==> src/hdl/swma_pkg.sv <==
package swma_pkg;

    // default depth of the sample ring
    localparam int MAX_WINDOW_DEF = 1024;

    // fixed field widths
    localparam int SAMPLE_W = 16;
    localparam int AVG_W    = 24;
    localparam int WIN_W    = 11;
    localparam int FRAC_W   = 8;

    // register file
    localparam int PADDR_W   = 3;
    localparam int PDATA_W   = 32;
    localparam int REG_IDX_W = 1;
    localparam logic [REG_IDX_W-1:0] REG_WINDOW_SIZE = '0;
    localparam logic [WIN_W-1:0]     WINDOW_RESET    = 11'd1024;

    typedef enum logic [1:0] {
        ST_IDLE,
        ST_ACC,
        ST_DIV
    } swma_state_t;

    // divider handshake
    typedef struct packed {
        logic start;
        logic take;
    } div_req_t;

    typedef struct packed {
        logic busy;
        logic done;
    } div_stat_t;

endpackage

==> src/hdl/swma_div.sv <==
module swma_div #(
    parameter int DVD_W = 35,
    parameter int DVS_W = 11
) (
    input  logic                  clk,
    input  logic                  rst_n,
    input  swma_pkg::div_req_t    req,
    input  logic [DVD_W-1:0]      dividend,
    input  logic [DVS_W-1:0]      divisor,
    output swma_pkg::div_stat_t   stat,
    output logic [DVD_W-1:0]      quotient
);

    localparam int CNT_W = $clog2(DVD_W + 1);

    logic [DVD_W-1:0] dvd_reg;
    logic [DVD_W-1:0] dvd_next;
    logic [DVS_W-1:0] dvs_reg;
    logic [DVS_W-1:0] rem_reg;
    logic [DVS_W-1:0] rem_next;
    logic [CNT_W-1:0] cnt_reg;
    logic             busy_reg;
    logic             done_reg;
    logic [DVS_W:0]   trial;
    logic [DVS_W:0]   diff;
    logic             q_bit;

    // one restoring step: bring down the next dividend bit
    always_comb
    begin
        trial    = {rem_reg, dvd_reg[DVD_W-1]};
        diff     = trial - {1'b0, dvs_reg};
        q_bit    = (trial >= {1'b0, dvs_reg});
        rem_next = q_bit ? diff[DVS_W-1:0] : trial[DVS_W-1:0];
        dvd_next = {dvd_reg[DVD_W-2:0], q_bit};
    end

    always_ff @(posedge clk or negedge rst_n)
    begin
        if (!rst_n)
        begin
            busy_reg <= 1'b0;
            done_reg <= 1'b0;
            cnt_reg  <= '0;
        end
        else if (req.start)
        begin
            busy_reg <= 1'b1;
            done_reg <= 1'b0;
            cnt_reg  <= CNT_W'(DVD_W);
        end
        else if (busy_reg)
        begin
            cnt_reg <= cnt_reg - 1'b1;
            if (cnt_reg == CNT_W'(1))
            begin
                busy_reg <= 1'b0;
                done_reg <= 1'b1;
            end
        end
        else if (req.take)
        begin
            done_reg <= 1'b0;
        end
    end

    always_ff @(posedge clk)
    begin
        if (req.start)
        begin
            dvd_reg <= dividend;
            dvs_reg <= divisor;
            rem_reg <= '0;
        end
        else if (busy_reg)
        begin
            dvd_reg <= dvd_next;
            rem_reg <= rem_next;
        end
    end

    assign stat.busy = busy_reg;
    assign stat.done = done_reg;
    assign quotient  = dvd_reg;

endmodule

==> config.mk <==
export PLATFORM = sky130hd
export DESIGN_NAME = swma_div
export DESIGN_NICKNAME = d
export VERILOG_FILES = /design/src/hdl/swma_pkg.sv /design/src/hdl/swma_div.sv
export SDC_FILE = /design/constraint.sdc
export NUM_CORES = 1
export LEC_CHECK = 0
export BUFFER_PORTS_ARGS = -buffer_cell sky130_fd_sc_hd__buf_4
export CAP_MARGIN = 20
export CORE_MARGIN = 10
export CORE_UTILIZATION = 40
export CTS_CLUSTER_DIAMETER = 200
export CTS_CLUSTER_SIZE = 25
export DETAILED_ROUTE_END_ITERATION = 12
export PLACE_DENSITY = 0.65
export RECOVER_POWER = 50
export REMOVE_ABC_BUFFERS = 1
export SYNTH_ARGS = -nofsm -noshare
export SYNTH_HDL_FRONTEND = slang
export SYNTH_SLANG_ARGS = --single-unit
==> constraint.sdc <==
create_clock -name clk -period 2.19 [get_ports clk]
set_input_delay 0.438 -clock clk [delete_from_list [all_inputs] [get_ports clk]]
set_output_delay 0.438 -clock clk [all_outputs]
set_load 0.005 [all_outputs]
Word level (Yosys, flattened, before mapping)
Cells that the tools add are included.
- register bits after elaboration: 65
- bits of input ports: 50
- output and inout port bits: 37
- word-level logic and storage cells: 26
- add/sub/neg operators: 2
- $lt $le $gt $ge: 1
- eq/ne operators: 2
- muxes and demuxes: 12
- reductions and logical operators: 3
- operators with widths (cell ; count):
    2-to-1 mux 35 bit ; 2
    >= comparator 12 x 11 -> 1 bit ; 1
    2-to-1 mux 6 bit ; 2
    2-to-1 mux 11 bit ; 1
    subtractor 11 bit ; 1
    2-to-1 mux 1 bit ; 7
    == test 6 x 1 -> 1 bit (second input constant) ; 1
    subtractor 6 x 1 -> 6 bit (second input constant) ; 1
    inequality test 3 x 2 -> 1 bit (second input constant) ; 1
    nonzero test 3 bit ; 1
    AND reduction 2 bit ; 1
    nonzero test 2 bit ; 1

Longest topological paths before layout
- depth in word-level cells: 4
- depth in mapped cells: 9
- gate-level depth less buffers: 8

Worst setup path after synthesis
Ideal clock, no wire load.
- path kind: register to register
- from: register dvd_reg[34] (netlist: quotient[34])
- to: register rem_reg[2]
- data arrival time: 1.983 ns
- slack: 0.087 ns
- cell stages (with the launch flop): 10
- cell sequence: edfxtp_1 -> inv_1 -> ha_1 -> fa_1 -> nor2b_4 -> o31a_4 -> o211ai_4 -> buf_4 -> a21oi_1 -> o31a_1
- longest elaborated chain between the ends: 2
- ends and longest elaborated chain (item ; RTL line ; text):
    start: declaration ; swma_div.sv:16 ; logic [DVD_W-1:0] dvd_reg;
    start signal: assignment ; swma_div.sv:71 ; dvd_reg <= dividend;
    start signal: assignment ; swma_div.sv:77 ; dvd_reg <= dvd_next;
    subtractor 11 bit / >= comparator 12 x 11 -> 1 bit (equally long branches) ; swma_div.sv:32, swma_div.sv:33 ;
    2-to-1 mux 11 bit (*) ; swma_div.sv:34 ; rem_next = q_bit ? diff[DVS_W-1:0] : trial[DVS_W-1:0];
    end signal: assignment ; swma_div.sv:78 ; rem_reg <= rem_next;
    end: declaration ; swma_div.sv:19 ; logic [DVS_W-1:0] rem_reg;
Mark *: on every way between the ends. The rest lies on a longest branch, timed or not.
A chain may end at the register's enable or synchronous reset.

Final worst setup path
- from: register dvd_reg[34] (netlist: quotient[34])
- to: register rem_reg[3]
The elaborated chain is that of the path after synthesis.

==> metrics.md <==
| Metric | Value |
|---|---|
| Clock H-tree levels | `3` |
| Worst setup path startpoint | `quotient[34]` |
| Hold wc startpoint | `divisor[1]` |
| Latest clock arrival within the worst-skew pair | `roughly 0.34 ns` |
| Residual DRC | `0` |
| CP startpoint kind | `flop` |
| Critical path required time | `approximately 2.4 ns` |
| Crit-path max FO | `6` |
| Worst R2R Setup Slack | `between 0.02 and 0.025 ns` |
| Register bit total from synthesis | `65` |
| Slew Limit Headroom | `a little over two fifths` |
| Largest net degree at the start of global routing | `36` |
| Tightest Pin Transition | `about 0.85 ns` |
| Final Cycle Share | `98.9%` |
| Reg-to-reg startpoint | `quotient[34]` |
| Util after Layout | `a little over half` |
| Clk pwr share | `around a quarter` |
| Routed Antenna Nets | `0` |
| Largest family of logic cells by synthesized area | `simple AND/OR/NAND/NOR gates` |
| Main synth FF type | `edfxtp_1` |
| Total global routing overflow | `0` |
| Share of cells above drive strength 1 | `approximately two fifths` |
| CTS tree | `yes` |
| Sequential share of the synthesized area | `roughly half` |
| Clk pin slew, worst setup/hold paths | `approximately 0.080 ns` |
| Worst Skew | `0.00898 ns` |
| Starting Density | `~41%` |
| PD cells | `between 900 and 1000 nW/um2` |
| Initial DRC count | `113` |
| Vias in the first global route | `around 2900` |
| P_int | `2830 uW` |
| Finish-stage setup viols | `0` |
| Outcome | `complete, no violations` |
| Final WS setup | `between 0.02 and 0.025 ns` |
| Clock sink total | `65` |
| Switching power | `between 1000 and 1500 uW` |
| TritonCTS buffer count | `9` |
| Mean Syn Cell Area | `12.0 um2` |
| Synth Instances | `just under 300` |
| Tmin final | `~2.2 ns` |
| Total number of vias | `roughly 2700` |
| Post-synth EDFFs | `between 40 and 50` |
| RSZ-0062 raised after global routing | `yes` |
| Gate power share | `a little over a third` |
| TNS Setup | `0 ns` |
| Max FFs per register | `35` |
| Max-slew violation count | `0` |
| Die H | `~110 um` |
| Vias/cell | `~5.2` |
| Die extent in x | `~110 um` |
| Min-delay worst type | `primary input to flop` |
| DRT Pass-1 Iters | `4` |
| Max Buffers Root-to-Sink | `2` |
| Simple-gate share of the synthesized area | `approximately 13%` |
| XOR/XNOR share of the synthesized area | `under 10%` |
| Die area | `12900 um2` |
| Final hold slack | `just under 0.3 ns` |
| Switch share | `between 30 and 40%` |
| DRT Wirelength | `between 8000 and 9000 um` |
| Core footprint | `8640 um2` |
| YS warnings | `0` |
| RePlAce Congestion | `about 0.84` |
| DP Worst Slack | `-0.0874 ns` |
| N_diodes | `0` |
| MaxCap Viol Count | `0` |
| Wire length per cell | `17.2 um` |
| Adder-Cell Fraction of Synth Area | `between 5 and 6%` |
| Seq pwr share | `approximately two fifths` |
| Fin. Hold Viols | `0` |
| Crit path DAT | `between 2 and 2.5 ns` |
| CP Class | `flop to flop` |
| Total power | `4170 uW` |
| Initial antenna violation count | `0` |
| Area of the mapped netlist | `3510 um2` |
| Row count | `34` |
| Mux cell area share after synthesis | `~11%` |
| CP endpoint kind | `flop` |
| Final nets | `~460` |
| Async SR Flop Fraction | `between 10 and 15%` |
| Leakage | `just under 0.002 uW` |
| Number of fill cells | `about 800` |
| HPWL Detailed | `between 6000 and 7000 um` |
| Area Overhead vs Synth | `30.8%` |
| Clock Tree Root | `clkbuf_8` |
| Maximum vdd drop | `between 0.0004 and 0.0005 V` |
| Port buffer count | `86` |
| F_max | `0.462 GHz` |
| First-pass GRT wire length | `about 15000 um` |
| Total Routing Usage GR | `14.0%` |
| Compound-Gate Fraction of Synth Area | `12.8%` |
| Ports | `87` |
| Netlist cell types | `just over 60` |
[final timing paths]
kind                              endpoint  depth (start not counted)
worst max-delay path            rem_reg[3]                          9
worst min-delay path            dvs_reg[1]                          1
worst max register to register  rem_reg[3]                          9
worst min register to register  rem_reg[3]                          2
max in group asynchronous       cnt_reg[0]                          2
min in group asynchronous       cnt_reg[3]                          2
[layout by cell type, fill, tap and decap left out, types with 4 or more instances in the layout]
master,n
xnor2_1,4
nand2_1,15
a211oi_1,5
a31oi_1,4
o21ai_0,8
clkbuf_8,9
inv_1,17
edfxtp_1,46
dfxtp_1,11
dfrtp_1,8
clkbuf_4,13
a21oi_1,11
mux2_2,34
nor2b_1,4
nor3b_1,4
clkbuf_1,4
buf_4,88
nor2_1,24
nand2b_1,4
ha_1,12
[worst max-delay path, cell delays in order (launching register included)]
cell	delay, ns
edfxtp_1	0.39
inv_1	0.08
ha_2	0.20
fa_2	0.26
nor2b_4	0.06
o31a_4	0.31
o211ai_4	0.30
buf_4	0.17
a211oi_1	0.06
nor4_1	0.24
[layout make-up]
type	instances	area [um2]	area share (%)
Inverter	18	67.6	1.47
Timing Repair Buffer	109	827	18.0
Sequential cell	65	1800	39.2
Multi-Input combinational cell	195	1570	34.2
Clock buffer	10	128	2.78
Tap cell	108	135	2.94
Clock inverter	6	67.6	1.47
[routing by layer]
layer | global-route usage, % | vias up | share of wire, %
met5 | 0 | - | 0
met2 | 22.3 | 76 | 48
met4 | 3.98 | 0 | 1.0
li1 | - | 1304 | -
met3 | 8.14 | 7 | 11
met1 | 15.7 | 1280 | 41
[kinds of logic (layout without fill, tap and decap cells)]
family          after synthesis  in the layout
simple gates                 81             81
flops                        65             65
compound gates               56             57
mux                          36             36
buf+inv                      34            143
fa+ha+maj                    14             14
xor+xnor                      7              7
[cell usage after synthesis (2+ instances only)]
cell	n	area, um2
a211oi_1	5	37.5
a21o_1	2	15.0
a21oi_1	11	55.1
a31oi_1	4	25.0
and2b_1	3	22.5
and3_1	3	18.8
and3b_1	2	17.5
and4b_1	2	20.0
buf_1	2	7.51
buf_4	3	22.5
buf_6	3	33.8
clkbuf_1	7	26.3
dfrtp_1	8	200
dfxtp_1	11	220
edfxtp_1	46	1380
ha_1	13	163
inv_1	17	63.8
mux2_2	34	383
mux2i_1	2	20.0
nand2_1	15	56.3
nand2b_1	4	25.0
nand3_1	2	10.0
nor2_1	24	90.1
nor2b_1	4	25.0
nor3_1	3	15.0
nor3b_1	4	30.0
nor4_1	3	18.8
o2111ai_1	3	26.3
o21a_1	3	22.5
o21ai_0	8	40.0
o21bai_1	2	15.0
o311ai_0	3	26.3
o31a_1	2	17.5
o31ai_1	2	15.0
or3_1	2	12.5
xnor2_1	4	35.0
xor2_1	3	26.3
[power groups by stage]
stage | Clock, uW | Combinational, uW | Sequential (uW)
detailed placement | 0 | 1440 | 1660
CTS | 1060 | 1470 | 1640
global route | 1110 | 1670 | 1670
finish | 1030 | 1500 | 1640
floorplan | 0 | 911 | 1640
global placement | 0 | 1420 | 1660
[stage by stage]
stage               std cells  instance area [um2]
detailed placement        488                 4340
finish                    511                 4600
global placement          488                 4340
CTS                       506                 4560
global route              511                 4600
floorplan                 277                 3420
[repair_timing]
| action | in CTS | in global routing |
|---|---|---|
| buffers inserted | 0 | 5 |
| pin swaps | 1 | 4 |
| endpoints found under the hold margin | 8 | 0 |
| endpoints found under the setup margin | 5 | 7 |
| cloned | 1 | 0 |
| gates resized for setup | 1 | 4 |
| hold buffers | 1 | 0 |
(Power assumes the default switching activity.)
